$ cat src/sv/adpcm_pkg.sv
// ----------------------------------------------------------------------------
// adpcm_pkg
// Shared types, constants and arithmetic helpers for the 32 kbit/s ADPCM codec.
// ----------------------------------------------------------------------------
package adpcm_pkg;

    typedef struct packed {
        logic signed [15:0] pcm_sample;
        logic        [3:0]  adpcm_code;
    } t_in;

    typedef struct packed {
        logic        [3:0]  code_out;
        logic signed [15:0] pcm_out;
    } t_out;

    // Controller commands into the datapath
    typedef struct packed {
        logic       capture;
        logic       clear;
        logic       mul_en;
        logic [2:0] mul_idx;
        logic       st_y;
        logic       st_q;
        logic       st_r;
        logic       st_ad;
        logic       ld_out;
    } t_cmd;

    localparam int unsigned NumZeros  = 6;
    localparam int unsigned NumTaps   = 8;
    localparam logic        DirEncode = 1'b0;

    // Wrap a 32-bit value to sixteen bits, sign extended
    function automatic logic signed [31:0] f_sx16(input logic signed [31:0] v);
        return {{16{v[15]}}, v[15:0]};
    endfunction

    // Count of powers of two 1..2^14 not above v (v non-negative)
    function automatic logic [3:0] f_log_bits(input logic [31:0] v);
        logic [3:0] n;
        n = 4'd0;
        for (int i = 0; i < 15; i++) begin
            if (v >= (32'd1 << i)) n = 4'(i + 1);
        end
        return n;
    endfunction

    // Magnitude to float form, with sign offset
    function automatic logic signed [15:0] f_to_float(input logic [15:0] mag, input logic neg);
        logic [3:0]         e;
        logic signed [31:0] v;
        e = f_log_bits(32'(mag));
        v = $signed({22'd0, e, 6'd0}) + $signed((32'(mag) << 6) >> e);
        if (neg) v = v - 32'sd1024;
        return v[15:0];
    endfunction

    // Float-form product of a coefficient and a history word
    function automatic logic signed [15:0] f_fmul(input logic signed [13:0] an,
                                                  input logic [15:0] srn);
        logic signed [14:0] nan;
        logic [12:0]        mag;
        logic [3:0]         lb;
        logic [5:0]         mant;
        logic signed [6:0]  wex;
        logic [11:0]        wsum;
        logic [7:0]         wm;
        logic [16:0]        t;
        logic [14:0]        r;
        nan = -{an[13], an};
        mag = (an > 14'sd0) ? an[12:0] : nan[12:0];
        lb  = f_log_bits(32'(mag));
        if (mag == 13'd0) mant = 6'd32;
        else if (lb >= 4'd6) mant = 6'(mag >> (lb - 4'd6));
        else mant = 6'(mag << (4'd6 - lb));
        wex  = $signed({3'd0, lb}) - 7'sd6 + $signed({3'd0, srn[9:6]}) - 7'sd13;
        wsum = 12'(mant * srn[5:0]) + 12'd48;
        wm   = wsum[11:4];
        if (wex >= 7'sd0) begin
            t = 17'(wm) << wex;
            r = t[14:0];
        end else begin
            r = 15'(wm >> (-wex));
        end
        return (an[13] ^ srn[15]) ? -$signed({1'b0, r}) : $signed({1'b0, r});
    endfunction

    function automatic logic signed [15:0] f_qtab(input logic [2:0] i);
        logic signed [15:0] v;
        case (i)
            3'd0:    v = -16'sd124;
            3'd1:    v = 16'sd80;
            3'd2:    v = 16'sd178;
            3'd3:    v = 16'sd246;
            3'd4:    v = 16'sd300;
            3'd5:    v = 16'sd349;
            default: v = 16'sd400;
        endcase
        return v;
    endfunction

    function automatic logic signed [15:0] f_dqln(input logic [3:0] c);
        logic [2:0]         m;
        logic signed [15:0] v;
        m = c[3] ? ~c[2:0] : c[2:0];
        case (m)
            3'd0:    v = -16'sd2048;
            3'd1:    v = 16'sd4;
            3'd2:    v = 16'sd135;
            3'd3:    v = 16'sd213;
            3'd4:    v = 16'sd273;
            3'd5:    v = 16'sd323;
            3'd6:    v = 16'sd373;
            default: v = 16'sd425;
        endcase
        return v;
    endfunction

    function automatic logic signed [15:0] f_wi(input logic [3:0] c);
        logic [2:0]         m;
        logic signed [15:0] v;
        m = c[3] ? ~c[2:0] : c[2:0];
        case (m)
            3'd0:    v = -16'sd12;
            3'd1:    v = 16'sd18;
            3'd2:    v = 16'sd41;
            3'd3:    v = 16'sd64;
            3'd4:    v = 16'sd112;
            3'd5:    v = 16'sd198;
            3'd6:    v = 16'sd355;
            default: v = 16'sd1122;
        endcase
        return v;
    endfunction

    function automatic logic [11:0] f_fi(input logic [3:0] c);
        logic [2:0]  m;
        logic [11:0] v;
        m = c[3] ? ~c[2:0] : c[2:0];
        case (m)
            3'd0, 3'd1, 3'd2:  v = 12'h000;
            3'd3, 3'd4, 3'd5:  v = 12'h200;
            3'd6:              v = 12'h600;
            default:           v = 12'hE00;
        endcase
        return v;
    endfunction

endpackage

$ cat src/sv/adpcm_32k_codec_core.sv
// ----------------------------------------------------------------------------
// adpcm_32k_codec_core
// One-channel 32 kbit/s ADPCM encoder/decoder with adaptive predictor.
// ----------------------------------------------------------------------------
// Sequence from input acceptance to output valid: the eight-product pass
// through the shared float multiplier, then scale, quantise, reconstruct,
// adapt and output load, the load waiting until the output register is free.
// A new transaction is accepted only in the idle state, once the previous
// transaction has loaded the output register; the input stalls until then.
// Reset (synchronous, active low) restores the predictor state and selects
// encode.
module adpcm_32k_codec_core
    import adpcm_pkg::*;
(
    input  logic i_clk,
    input  logic i_rst_n,
    input  logic i_cfg_we,
    input  logic i_cfg_data,
    input  logic i_in_valid,
    output logic o_in_stall,
    input  t_in  i_in,
    output logic o_out_valid,
    input  logic i_out_stall,
    output t_out o_out
);

    t_cmd cmd;

    adpcm_ctrl u_ctrl (
        .i_clk       (i_clk),
        .i_rst_n     (i_rst_n),
        .i_in_valid  (i_in_valid),
        .o_in_stall  (o_in_stall),
        .o_out_valid (o_out_valid),
        .i_out_stall (i_out_stall),
        .o_cmd       (cmd)
    );

    adpcm_datapath u_dp (
        .i_clk      (i_clk),
        .i_rst_n    (i_rst_n),
        .i_cfg_we   (i_cfg_we),
        .i_cfg_data (i_cfg_data),
        .i_in       (i_in),
        .i_cmd      (cmd),
        .o_out      (o_out)
    );

endmodule

$ cat src/sv/adpcm_datapath.sv
// ----------------------------------------------------------------------------
// adpcm_datapath
// Predictor state, shared float multiplier, quantiser, reconstruction and
// adaptation registers of the codec.
// ----------------------------------------------------------------------------
module adpcm_datapath
    import adpcm_pkg::*;
(
    input  logic  i_clk,
    input  logic  i_rst_n,
    input  logic  i_cfg_we,
    input  logic  i_cfg_data,
    input  t_in   i_in,
    input  t_cmd  i_cmd,
    output t_out  o_out
);

    // Adaptive state
    logic [18:0]        r_ls;
    logic [12:0]        r_ss;
    logic [11:0]        r_sen;
    logic [13:0]        r_len;
    logic [9:0]         r_sc;
    logic signed [15:0] r_a  [2];
    logic signed [15:0] r_b  [NumZeros];
    logic               r_pk [2];
    logic signed [15:0] r_dh [NumZeros];
    logic signed [15:0] r_ph [2];
    logic               r_tf;
    logic               r_dir;

    // Per-item working registers
    t_in                r_in;
    logic signed [15:0] r_prod;
    logic [2:0]         r_pidx;
    logic               r_pvld;
    logic signed [15:0] r_sezi;
    logic signed [15:0] r_sp;
    logic signed [15:0] r_y, r_se, r_sez;
    logic [3:0]         r_code;
    logic signed [15:0] r_dq, r_sr, r_dqsez;
    t_out               r_out;

    // Multiplier operand select
    logic signed [15:0] mul_coef;
    logic signed [15:0] mul_hist;
    logic signed [15:0] n_prod;

    always_comb begin
        if (i_cmd.mul_idx == 3'd6) begin
            mul_coef = r_a[1];
            mul_hist = r_ph[1];
        end else if (i_cmd.mul_idx == 3'd7) begin
            mul_coef = r_a[0];
            mul_hist = r_ph[0];
        end else begin
            mul_coef = r_b[i_cmd.mul_idx];
            mul_hist = r_dh[i_cmd.mul_idx];
        end
        n_prod = f_fmul(mul_coef[15:2], mul_hist);
    end

    // Scale factor and signal estimate
    logic signed [31:0] y_sezi, y_se, y_base, y_dif, y_prod, y_val;
    always_comb begin
        y_sezi = 32'(r_sezi);
        y_se   = f_sx16(y_sezi + 32'(r_sp)) >>> 1;
        y_base = $signed(32'(r_ls >> 6));
        y_dif  = $signed(32'(r_ss)) - y_base;
        y_prod = y_dif * $signed(32'(r_sc >> 2));
        if (r_sc >= 10'd256) y_val = $signed(32'(r_ss));
        else if (y_dif > 0) y_val = f_sx16(y_base + (y_prod >>> 6));
        else if (y_dif < 0) y_val = f_sx16(y_base + ((y_prod + 32'sd63) >>> 6));
        else y_val = y_base;
    end

    // Quantiser
    logic signed [31:0] q_d, q_dqm, q_dl, q_dln;
    logic [3:0]         q_ex;
    logic [2:0]         q_i;
    logic [3:0]         q_code;
    always_comb begin
        q_d   = f_sx16((32'(r_in.pcm_sample) >>> 2) - 32'(r_se));
        q_dqm = (q_d < 0) ? -q_d : q_d;
        q_dqm = q_dqm & 32'sh7FFF;
        q_ex  = f_log_bits(32'(q_dqm >>> 1));
        q_dl  = $signed({21'd0, q_ex, 7'd0}) + (((q_dqm <<< 7) >>> q_ex) & 32'sh7F);
        q_dln = f_sx16(q_dl - (32'(r_y) >>> 2));
        q_i   = 3'd0;
        for (int k = 0; k < 7; k++) begin
            if (q_dln >= 32'(f_qtab(3'(k))) && q_i == 3'(k)) q_i = 3'(k + 1);
        end
        if (q_d < 0) q_code = 4'd15 - 4'(q_i);
        else q_code = (q_i == 3'd0) ? 4'd15 : 4'(q_i);
        if (r_dir != DirEncode) q_code = r_in.adpcm_code;
    end

    // Reconstruction
    logic signed [31:0] c_dql, c_dq, c_sr, c_dqsez;
    logic [3:0]         c_dex;
    always_comb begin
        c_dql = f_sx16(32'(f_dqln(r_code)) + (32'(r_y) >>> 2));
        c_dex = 4'(c_dql[10:7]);
        if (c_dex > 4'd14) c_dex = 4'd14;
        if (c_dql < 0) c_dq = r_code[3] ? -32'sd32768 : 32'sd0;
        else begin
            c_dq = $signed(((32'd128 + 32'(c_dql[6:0])) << 7) >> (4'd14 - c_dex));
            if (r_code[3]) c_dq = c_dq - 32'sd32768;
        end
        c_dq    = f_sx16(c_dq);
        c_sr    = f_sx16((c_dq < 0) ? 32'(r_se) - $signed({18'd0, c_dq[13:0]})
                                    : 32'(r_se) + c_dq);
        c_dqsez = f_sx16(c_sr + 32'(r_sez) - 32'(r_se));
    end

    // Adaptation
    logic signed [31:0] a_y, a_wi, a_fi, a_mag, a_thr2, a_thr, a_ss, a_ls;
    logic signed [31:0] a_a2p, a_fa1, a_a1, a_lim, a_bk, a_sen, a_len, a_df, a_sc;
    logic [3:0]         a_ylint;
    logic               a_pk0, a_pks1, a_tr, a_tf;
    logic signed [15:0] n_a  [2];
    logic signed [15:0] n_b  [NumZeros];
    logic signed [15:0] n_dh0, n_ph0;
    always_comb begin
        a_y     = 32'(r_y);
        a_wi    = 32'(f_wi(r_code)) <<< 5;
        a_fi    = $signed(32'(f_fi(r_code)));
        a_pk0   = r_dqsez[15];
        a_mag   = $signed({17'd0, r_dq[14:0]});
        a_ylint = 4'(r_ls >> 15);
        a_thr2  = (a_ylint > 4'd9) ? 32'sd31744
                : $signed((32'd32 + 32'(r_ls[14:10])) << a_ylint);
        a_thr   = (a_thr2 + (a_thr2 >>> 1)) >>> 1;
        a_tr    = r_tf && (a_mag > a_thr);

        a_ss = a_y + ((a_wi - a_y) >>> 5);
        if (a_ss < 32'sd544) a_ss = 32'sd544;
        else if (a_ss > 32'sd5120) a_ss = 32'sd5120;
        a_ls = $signed(32'(r_ls)) + a_ss + ((-$signed(32'(r_ls))) >>> 6);

        a_pks1 = a_pk0 ^ r_pk[0];
        a_a2p  = 32'sd0;
        a_fa1  = 32'sd0;
        a_a1   = 32'sd0;
        a_lim  = 32'sd0;
        a_bk   = 32'sd0;
        n_a[0] = 16'sd0;
        n_a[1] = 16'sd0;
        for (int k = 0; k < NumZeros; k++) n_b[k] = 16'sd0;
        if (!a_tr) begin
            a_a2p = 32'(r_a[1]) - (32'(r_a[1]) >>> 7);
            if (r_dqsez != 16'sd0) begin
                a_fa1 = a_pks1 ? 32'(r_a[0]) : -32'(r_a[0]);
                if (a_fa1 < -32'sd8191) a_a2p = a_a2p - 32'sd256;
                else if (a_fa1 > 32'sd8191) a_a2p = a_a2p + 32'sd255;
                else a_a2p = a_a2p + (a_fa1 >>> 5);
                if (a_pk0 ^ r_pk[1]) begin
                    if (a_a2p <= -32'sd12160) a_a2p = -32'sd12288;
                    else if (a_a2p >= 32'sd12416) a_a2p = 32'sd12288;
                    else a_a2p = a_a2p - 32'sd128;
                end else begin
                    if (a_a2p <= -32'sd12416) a_a2p = -32'sd12288;
                    else if (a_a2p >= 32'sd12160) a_a2p = 32'sd12288;
                    else a_a2p = a_a2p + 32'sd128;
                end
            end
            a_a2p  = f_sx16(a_a2p);
            n_a[1] = a_a2p[15:0];
            a_a1 = 32'(r_a[0]) - (32'(r_a[0]) >>> 8);
            if (r_dqsez != 16'sd0) a_a1 = a_a1 + (a_pks1 ? -32'sd192 : 32'sd192);
            a_lim = 32'sd15360 - a_a2p;
            if (a_a1 < -a_lim) a_a1 = -a_lim;
            else if (a_a1 > a_lim) a_a1 = a_lim;
            n_a[0] = a_a1[15:0];
            for (int k = 0; k < NumZeros; k++) begin
                a_bk = 32'(r_b[k]) - (32'(r_b[k]) >>> 8);
                if (a_mag != 0) a_bk = a_bk + ((r_dq[15] == r_dh[k][15]) ? 32'sd128 : -32'sd128);
                n_b[k] = a_bk[15:0];
            end
        end

        if (a_mag == 0) n_dh0 = r_dq[15] ? -16'sd992 : 16'sd32;
        else n_dh0 = f_to_float({1'b0, r_dq[14:0]}, r_dq[15]);
        if (r_sr == 16'sd0) n_ph0 = 16'sd32;
        else if (r_sr > 16'sd0) n_ph0 = f_to_float(r_sr, 1'b0);
        else if (r_sr != -16'sd32768) n_ph0 = f_to_float(-r_sr, 1'b1);
        else n_ph0 = -16'sd992;

        a_tf  = !a_tr && (a_a2p < -32'sd11776);
        a_sen = $signed(32'(r_sen)) + ((a_fi - $signed(32'(r_sen))) >>> 5);
        a_len = $signed(32'(r_len)) + (((a_fi <<< 2) - $signed(32'(r_len))) >>> 7);
        a_df  = (a_sen <<< 2) - a_len;
        if (a_df < 0) a_df = -a_df;
        a_sc  = $signed(32'(r_sc));
        if (a_tr) a_sc = 32'sd256;
        else if (a_y < 32'sd1536 || a_tf || a_df >= (a_len >>> 3))
            a_sc = a_sc + ((32'sd512 - a_sc) >>> 4);
        else
            a_sc = a_sc + ((-a_sc) >>> 4);
    end

    // Configuration and adaptive state
    always_ff @(posedge i_clk) begin
        if (!i_rst_n) begin
            r_dir <= DirEncode;
            r_ls  <= 19'd34816;
            r_ss  <= 13'd544;
            r_sen <= '0;
            r_len <= '0;
            r_sc  <= '0;
            r_tf  <= 1'b0;
            for (int k = 0; k < 2; k++) begin
                r_a[k]  <= '0;
                r_pk[k] <= 1'b0;
                r_ph[k] <= 16'sd32;
            end
            for (int k = 0; k < NumZeros; k++) begin
                r_b[k]  <= '0;
                r_dh[k] <= 16'sd32;
            end
        end else begin
            if (i_cfg_we) r_dir <= i_cfg_data;
            if (i_cmd.st_ad) begin
                r_ss  <= a_ss[12:0];
                r_ls  <= a_ls[18:0];
                r_a   <= n_a;
                r_b   <= n_b;
                r_dh[0] <= n_dh0;
                for (int k = 1; k < NumZeros; k++) r_dh[k] <= r_dh[k-1];
                r_ph[0] <= n_ph0;
                r_ph[1] <= r_ph[0];
                r_pk[0] <= a_pk0;
                r_pk[1] <= r_pk[0];
                r_tf  <= a_tf;
                r_sen <= a_sen[11:0];
                r_len <= a_len[13:0];
                r_sc  <= a_sc[9:0];
            end
        end
    end

    // Product pipeline and accumulators
    always_ff @(posedge i_clk) begin
        if (!i_rst_n) begin
            r_pvld <= 1'b0;
        end else begin
            r_pvld <= i_cmd.mul_en;
        end
    end

    always_ff @(posedge i_clk) begin
        r_prod <= n_prod;
        r_pidx <= i_cmd.mul_idx;
        if (i_cmd.clear) begin
            r_sezi <= '0;
            r_sp   <= '0;
        end else if (r_pvld) begin
            if (r_pidx < 3'(NumZeros)) r_sezi <= r_sezi + r_prod;
            else r_sp <= r_sp + r_prod;
        end
        if (i_cmd.capture) r_in <= i_in;
        if (i_cmd.st_y) begin
            r_y   <= y_val[15:0];
            r_se  <= y_se[15:0];
            r_sez <= r_sezi >>> 1;
        end
        if (i_cmd.st_q) r_code <= q_code;
        if (i_cmd.st_r) begin
            r_dq    <= c_dq[15:0];
            r_sr    <= c_sr[15:0];
            r_dqsez <= c_dqsez[15:0];
        end
        if (i_cmd.ld_out) begin
            r_out.code_out <= r_code;
            r_out.pcm_out  <= {r_sr[13:0], 2'b00};
        end
    end

    assign o_out = r_out;

endmodule

$ cat src/sv/adpcm_ctrl.sv
// ----------------------------------------------------------------------------
// adpcm_ctrl
// Sequencer for one codec transaction: eight shared multiplies, then the
// scale, quantise, reconstruct and adapt steps, then the output register.
// ----------------------------------------------------------------------------
module adpcm_ctrl
    import adpcm_pkg::*;
(
    input  logic  i_clk,
    input  logic  i_rst_n,
    input  logic  i_in_valid,
    output logic  o_in_stall,
    output logic  o_out_valid,
    input  logic  i_out_stall,
    output t_cmd  o_cmd
);

    localparam logic [2:0] StIdle = 3'd0;
    localparam logic [2:0] StMul  = 3'd1;
    localparam logic [2:0] StY    = 3'd2;
    localparam logic [2:0] StQ    = 3'd3;
    localparam logic [2:0] StR    = 3'd4;
    localparam logic [2:0] StAd   = 3'd5;
    localparam logic [2:0] StFin  = 3'd6;

    logic [2:0] r_state, n_state;
    logic [3:0] r_cnt, n_cnt;
    logic       r_ovld, n_ovld;
    logic       accept, out_free;

    assign accept   = i_in_valid && !o_in_stall;
    assign out_free = !r_ovld || !i_out_stall;

    // Next state and commands
    always_comb begin
        n_state = r_state;
        n_cnt   = r_cnt;
        n_ovld  = r_ovld && i_out_stall;
        o_cmd   = '0;
        o_cmd.mul_idx = r_cnt[2:0];
        unique case (r_state)
            StIdle: begin
                if (accept) begin
                    o_cmd.capture = 1'b1;
                    o_cmd.clear   = 1'b1;
                    n_cnt   = '0;
                    n_state = StMul;
                end
            end
            StMul: begin
                o_cmd.mul_en = (r_cnt < 4'(NumTaps));
                n_cnt = r_cnt + 4'd1;
                if (r_cnt == 4'(NumTaps)) n_state = StY;
            end
            StY: begin
                o_cmd.st_y = 1'b1;
                n_state = StQ;
            end
            StQ: begin
                o_cmd.st_q = 1'b1;
                n_state = StR;
            end
            StR: begin
                o_cmd.st_r = 1'b1;
                n_state = StAd;
            end
            StAd: begin
                o_cmd.st_ad = 1'b1;
                n_state = StFin;
            end
            StFin: begin
                if (out_free) begin
                    o_cmd.ld_out = 1'b1;
                    n_ovld  = 1'b1;
                    n_state = StIdle;
                end
            end
            default: n_state = StIdle;
        endcase
    end

    always_ff @(posedge i_clk) begin
        if (!i_rst_n) begin
            r_state <= StIdle;
            r_cnt   <= '0;
            r_ovld  <= 1'b0;
        end else begin
            r_state <= n_state;
            r_cnt   <= n_cnt;
            r_ovld  <= n_ovld;
        end
    end

    assign o_in_stall  = (r_state != StIdle);
    assign o_out_valid = r_ovld;

    // Checks
    a_accept_starts: assert property (@(posedge i_clk) disable iff (!i_rst_n)
        accept |=> (r_state == StMul) && (r_cnt == 4'd0))
        else $error("accepted transaction did not start the multiply pass");
    a_mul_only_in_pass: assert property (@(posedge i_clk) disable iff (!i_rst_n)
        o_cmd.mul_en |-> (r_state == StMul))
        else $error("multiply issued outside the multiply pass");
    a_cnt_bound: assert property (@(posedge i_clk) disable iff (!i_rst_n)
        (r_state == StMul) |-> (r_cnt <= 4'(NumTaps)))
        else $error("multiply counter overran");
    a_load_free: assert property (@(posedge i_clk) disable iff (!i_rst_n)
        o_cmd.ld_out |-> out_free)
        else $error("output register overwritten while held");

endmodule
$ cat config.mk
export PLATFORM = sky130hd
export DESIGN_NAME = adpcm_32k_codec_core
export DESIGN_NICKNAME = d
export VERILOG_FILES = /design/src/sv/adpcm_pkg.sv /design/src/sv/adpcm_32k_codec_core.sv /design/src/sv/adpcm_datapath.sv /design/src/sv/adpcm_ctrl.sv
export SDC_FILE = /design/constraint.sdc
export NUM_CORES = 2
export LEC_CHECK = 0
export ABC_AREA = 1
export BUFFER_PORTS_ARGS = -buffer_cell sky130_fd_sc_hd__buf_4
export CAP_MARGIN = 10
export CORE_MARGIN = 2
export CORE_UTILIZATION = 45
export DETAILED_ROUTE_END_ITERATION = 8
export GPL_TIMING_DRIVEN = 1
export MAX_ROUTING_LAYER = met4
export PLACE_DENSITY = 0.71
export SLEW_MARGIN = 40
export SYNTH_ARGS = -nofsm -noshare
export SYNTH_HDL_FRONTEND = slang
export SYNTH_SLANG_ARGS = --single-unit
$ cat constraint.sdc
create_clock -name i_clk -period 28.5 [get_ports i_clk]
set_input_delay 5.7 -clock i_clk [delete_from_list [all_inputs] [get_ports i_clk]]
set_output_delay 5.7 -clock i_clk [all_outputs]
set_load 0.05 [all_outputs]
# == Word level (Yosys, flattened, before mapping) ==
# Memories as Yosys holds them, arrays and structs flattened. A register that Yosys moved wholly into a read port is not among the register bits.
# Index checks and enable logic that the tools add are counted.
# W data, S select, Z words.
# word_totals
wordCells,508
ram_bits,130
memories,3
ff_bits,394
output_inout_bits,22
# memory_table
name,words,width,rd,rd_ports_with_merged_regs,write_ports,line_no,text
u_dp.r_dh,6,16,7,1,6,adpcm_datapath.sv:27,logic signed [15:0] r_dh [NumZeros];
u_dp.r_ph,2,16,2,0,2,adpcm_datapath.sv:28,logic signed [15:0] r_ph [2];
u_dp.r_pk,2,1,2,0,2,adpcm_datapath.sv:26,logic r_pk [2];
# op_classes
bitwise,16
muxes,190
n_addsub,76
shifts,10
n_reduce_logical,34
eq_ne,31
n_mul,2
order_cmp,110
# op_table
op,count
$mux W16,47
$mux W32,12
$pmux W16 S7,2
$mux W4,55
$add A16 B16 Y16,9
$mux W96,1
$sub A16 B8 Y16,6
$ge A16 B10 Y1 const B,5
$mux W3,26
$ge A16 B8 Y1 const B,4
$ge A16 B9 Y1 const B,4
$ge A32 B15 Y1 const B,2
$le A32 B15 Y1 const B,2
$lt A32 B1 Y1 const B,2
$add A11 B16 Y16,3
$bmux W16 S3,1
$lt A16 B1 Y1 const B,3
$mux W15,3
$shr A22 B4 Y16,2
$add A19 B19 Y19,2
$mux W19,2
$pmux W12 S3,1
$eq A3 B3 Y1 const B,11
$add A14 B16 Y16,2
other kinds (171),262

# == Longest topological paths before layout ==
# logic_depth
word_depth,46
mapped_depth,76

# == By module ==
# From an unflattened synthesis, not the netlist that was laid out.
# hier_totals
cells_unflattened,8462
hier_area_um2,58383.5
# modules_own_cells
mod,seq_area_each_um2,n_inst,area_each_um2,cells_each
adpcm_datapath,11711.2,1,57876.8,8388
adpcm_ctrl,160.2,1,506.7,74

# == Worst setup path before layout ==
# OpenSTA, ideal clock, no wires.
# synth_path
kind,reg2reg
startpoint,register u_ctrl.r_cnt[0]
endpoint,register u_dp.r_prod[12]
arrival_time_ns,10.352
setup_time_ns,0.124
slack_ns,18.023
required_ns,28.376
period_less_slack_ns,10.477
path_stages_with_launch,63
path_buffers,5
path_cell_list,dfxtp_1 inv_2 buf_4 buf_2 buf_4 ha_1 nand2_1 inv_1 buf_4 buf_2 a22oi_1 ha_1 inv_1 nor2_1 nand2_1 nor2_1 and2_1 inv_2 [... 27 more ...] o21ai_0 nand2_1 nand2_1 a21oi_1 xor2_1 nand2_1 nand2_1 nand3_1 o21ai_0 or2_2 a22oi_1 ha_1 nand2_1 nor3_1 nand2_1 nor2_1 a31oi_1 xnor2_1
# synth_between
elab_chain_cells,32
elab_cells_between_ends,60
cone_classes,9 x add/sub; 1 x mul; 16 x order compare; 2 x eq/ne; 4 x shift; 25 x mux; 2 x bitwise; 1 x reduce/logical
# synth_lines
item,line_no,text
"start, declared",adpcm_ctrl.sv:27,"logic [3:0] r_cnt, n_cnt;"
"start signal, assigned",adpcm_ctrl.sv:89,r_cnt <= n_cnt;
$not A3 Y4 (not written as such),adpcm_datapath.sv:57,mul_coef = r_b[i_cmd.mul_idx];
$bmux W16 S3,adpcm_datapath.sv:57,
$mux W16 (not written as such) (2 in series),adpcm_datapath.sv:57,
$mux W16,adpcm_datapath.sv:53,end else if (i_cmd.mul_idx == 3'd7) begin
$mux W16,adpcm_datapath.sv:50,if (i_cmd.mul_idx == 3'd6) begin
$neg A13 Y13 or $gt A14 B1 Y1 (tied branches),"adpcm_pkg.sv:71, adpcm_pkg.sv:72",
$mux W13,adpcm_pkg.sv:72,mag = (an > 14'sd0) ? an[12:0] : nan[12:0];
$ge A13 B1 Y1,adpcm_pkg.sv:44,if (v >= (32'd1 << i)) n = 4'(i + 1);
[... 16 more ...],-,
$mux W6,adpcm_pkg.sv:74,if (mag == 13'd0) mant = 6'd32;
$mul A6 B6 Y12,adpcm_pkg.sv:78,wsum = 12'(mant * srn[5:0]) + 12'd48;
$add A12 B6 Y12,adpcm_pkg.sv:78,
$shr A8 B7 Y15 or $shl A8 B7 Y15 (tied branches),"adpcm_pkg.sv:84, adpcm_pkg.sv:81",
$mux W15,adpcm_pkg.sv:80,if (wex >= 7'sd0) begin
$neg A15 Y16,adpcm_pkg.sv:86,"return (an[13] ^ srn[15]) ? -$signed({1'b0, r}) : $signed({1'b0, r});"
$mux W15 (*),adpcm_pkg.sv:86,
via u_dp.n_prod[12],adpcm_datapath.sv:47,logic signed [15:0] n_prod;
"end signal, assigned",adpcm_datapath.sv:252,r_prod <= n_prod;
"end, declared",adpcm_datapath.sv:34,logic signed [15:0] r_prod;
# Mark *: on every way through the listed nets, which the timed path passes. The rest lies on a longest branch. The select of a mux whose other input is x is not followed.
# A chain may end at the register's enable or synchronous reset.

# == Worst setup path in the final report ==
# layout_path
startpoint,register u_ctrl.r_cnt[2]
endpoint,register u_dp.r_prod[12]
# The elaborated chain is that of the path after synthesis.

==> impl_metrics.json <==
{
  "grt_pass1_vias": 52547,
  "r2r_slack_ns": 15.93,
  "firstDrtPassIters": 6,
  "crit_path_frequent_cell": "nand2_1",
  "numCtsBuffers": 60,
  "grt_max_degree": 84,
  "clock_latency_ns": 0.73,
  "synth_seq_cells": 484,
  "cp_num_buf_inv": 10,
  "hp-start": "u_ctrl.r_cnt[3]$_SDFFE_PN0P_",
  "hold_violations": 0,
  "critPathLaunchType": "register",
  "cts_resized": 0,
  "grt_util_met3": 0.0198,
  "final_cell_mix": "1,770 x nand2_1, 1,410 x inv_1, 786 x nor2_1",
  "syn_to_final_growth_pct": 7.21,
  "ys_seq_area_frac": 0.203,
  "instances_no_fill": 10344,
  "grtUsageMet2": 0.412,
  "synth_area_mm2": 0.0588,
  "drt_iter0_markers": 4038,
  "rows": 132,
  "drc_errors": 0,
  "start_util": 0.454,
  "ys.flop_type": "dfxtp_1",
  "ioPinCount": 48,
  "grt_usage": 0.241,
  "whs_endpoint": "u_dp.r_pvld$_SDFF_PN0_",
  "async_reset_ff_frac": 0,
  "portBuffers": 43,
  "setup-tns-final_ns": 0,
  "clkTransAtPathRegs_ns": 0.06,
  "ys_types": 84,
  "slowest_delay_ns": 0.70,
  "r2r-start": "u_ctrl.r_cnt[2]$_SDFFE_PN0P_",
  "vias_per_cell": 5.32,
  "totalWireLength_um": 159000,
  "top_usage_layer": "met2",
  "grt_util_met1": 0.310,
  "skew_ns": 0.0941,
  "synth_edf_count": 224,
  "nets": 9444,
  "crit_family": "simple AND/OR/NAND/NOR gates",
  "hold-path-cell-count": 1,
  "worst_ep_arrival_time_ns": 13.21,
  "worst_slew_pin_slew_ns": 0.877,
  "cts_max_level": 2,
  "outcome": "complete, no violations",
  "overflow": 0,
  "die_w_um": 366,
  "drive_gt1_frac": 0.0463,
  "cap_viol_max_count": 0,
  "cts_root_buffer": "clkbuf_16",
  "ant_nets": 0,
  "setup_viol": 0,
  "grt_setup_unrepaired": "no",
  "wire_per_inst_um": 15.3,
  "crit_cells": 62,
  "grt_pass1_wl_um": 260000,
  "synth_area_per_cell_um2": 6.88,
  "dp_hpwl_um": 127000,
  "cts_hold_buf": 0,
  "period_share": 0.441,
  "gp_routability_congestion": 0.952,
  "end_kind": "register",
  "clockBufferDepth": 3,
  "max_slew_margin": 0.415,
  "core_region_area_mm2": 0.130,
  "fillers": 12876,
  "crit_required_ns": 29.14,
  "cp_slowest_cell": "dfxtp_1",
  "dp_cells": 10231,
  "worstHoldPathType": "reg2reg",
  "yosys_warnings": 0,
  "clock.fmax_ghz": 0.0795,
  "synth_cells": 8556,
  "timing.rr.end": "u_dp.r_prod[12]$_DFF_P_",
  "cts_setup_buffers": 0,
  "die-area_mm2": 0.134,
  "critPathMaxFanout": 19,
  "clock-sinks": 484,
  "vias": 55076,
  "antenna_found_initial": 2,
  "die_h_um": 366,
  "layout_commonest_cell": "nand2_1",
  "tritoncts": "yes",
  "slew_viol_final": 0,
  "layout_min_cycle_time_ns": 12.57,
  "criticalPathCategory": "reg2reg",
  "r2r_cells": 62
}
[synth_stat cells (all sizes together), types with 5 or more instances]
cell     instances  area share
a211oi          10      0.0013
a21boi           8      0.0010
a21o            35      0.0045
a21oi          651       0.057
a221oi           5     0.00074
a22o            16      0.0024
a22oi           15      0.0021
a31oi           30      0.0032
a32oi            5     0.00074
a41oi            5     0.00074
and2            25      0.0027
buf             48      0.0054
clkbuf         136      0.0087
clkinv          20      0.0013
dfxtp          260       0.088
edfxtp         224        0.11
fa             175       0.060
ha             691        0.15
inv           1441       0.092
mux2i            5     0.00085
nand2         1822        0.12
nand3          427       0.038
nand3b          23      0.0029
nand4           66      0.0073
nor2           821       0.055
nor3            77      0.0066
nor4            15      0.0016
o2111ai          9      0.0013
o211ai          60      0.0077
o21a            19      0.0024
o21ai          598       0.051
o21bai         103       0.013
o221ai          26      0.0039
o22ai           85      0.0090
o31ai           24      0.0031
or2             55      0.0058
xnor2          124       0.018
xor2           358       0.054
[cells by family after synthesis]
| logic type | share of synthesized area |
|---|---|
| multiplexers | 0.000851 |
| other | 0.000128 |
| AND/OR/NAND/NOR | 0.241 |
| AO/OA/AOI/OAI | 0.169 |
| flip-flops | 0.203 |
| XOR/XNOR | 0.0723 |
| buffers and inverters | 0.108 |
| adder cells (fa/ha/maj) | 0.206 |
[how the worst max path moves through the flow]
stage                                       startpoint                 endpoint  slack (ns)
after detailed placement  u_ctrl.r_cnt[0]$_SDFFE_PN0P_  u_dp.r_prod[13]$_DFF_P_       15.69
after global placement    u_ctrl.r_cnt[0]$_SDFFE_PN0P_  u_dp.r_prod[14]$_DFF_P_       15.53
after global routing      u_ctrl.r_cnt[2]$_SDFFE_PN0P_  u_dp.r_prod[12]$_DFF_P_       14.70
after CTS                 u_ctrl.r_cnt[0]$_SDFFE_PN0P_  u_dp.r_prod[13]$_DFF_P_       15.71
final                     u_ctrl.r_cnt[2]$_SDFFE_PN0P_  u_dp.r_prod[12]$_DFF_P_       15.93
after floorplan           u_ctrl.r_cnt[0]$_SDFFE_PN0P_  u_dp.r_prod[12]$_DFF_P_       18.02
[flip-flops by register name (all words and copies together) (netlist names), 18 cells and up, named ones only]
name and count:
u_dp.r_dh 66, u_dp.r_in 18, u_dp.r_ph 22, u_dp.r_b 96, u_dp.o_out 18, u_dp.r_ls 19
u_dp.r_a 32
[routing by layer]
metal,share of wire,routed length [um]
met1,0.46,72200
met2,0.47,75400
met3,0.051,8020
met4,0.020,3110
met5,0,0
[area by class of cell]
type                    count  area (um2)  share of cell area
inverters                1461        5490              0.0870
clock inverters            31         423             0.00670
clock buffers              80        1630              0.0258
well taps                1742        2180              0.0346
multi-input cells        6467       40800               0.647
repair buffers             78         613             0.00972
diodes                      1        2.50           0.0000397
flip-flops and latches    484       11900               0.189
[per-stage QoR]
stage / util / hold slack, ns / area, um2 / setup WS, ns
2_1_floorplan: - / 0.368 / 59000 / 18.02
3_3_place_gp: 0.470 / 0.445 / 61000 / 15.53
3_5_place_dp: 0.470 / 0.456 / 61000 / 15.69
4_1_cts: 0.486 / 0.462 / 63000 / 15.71
5_1_grt: 0.487 / 0.503 / 63100 / 14.70
6_report: 0.487 / 0.468 / 63100 / 15.93
Power is not shown: default switching activity piles up to over one toggle a cycle in this logic, so the estimate is an artifact.
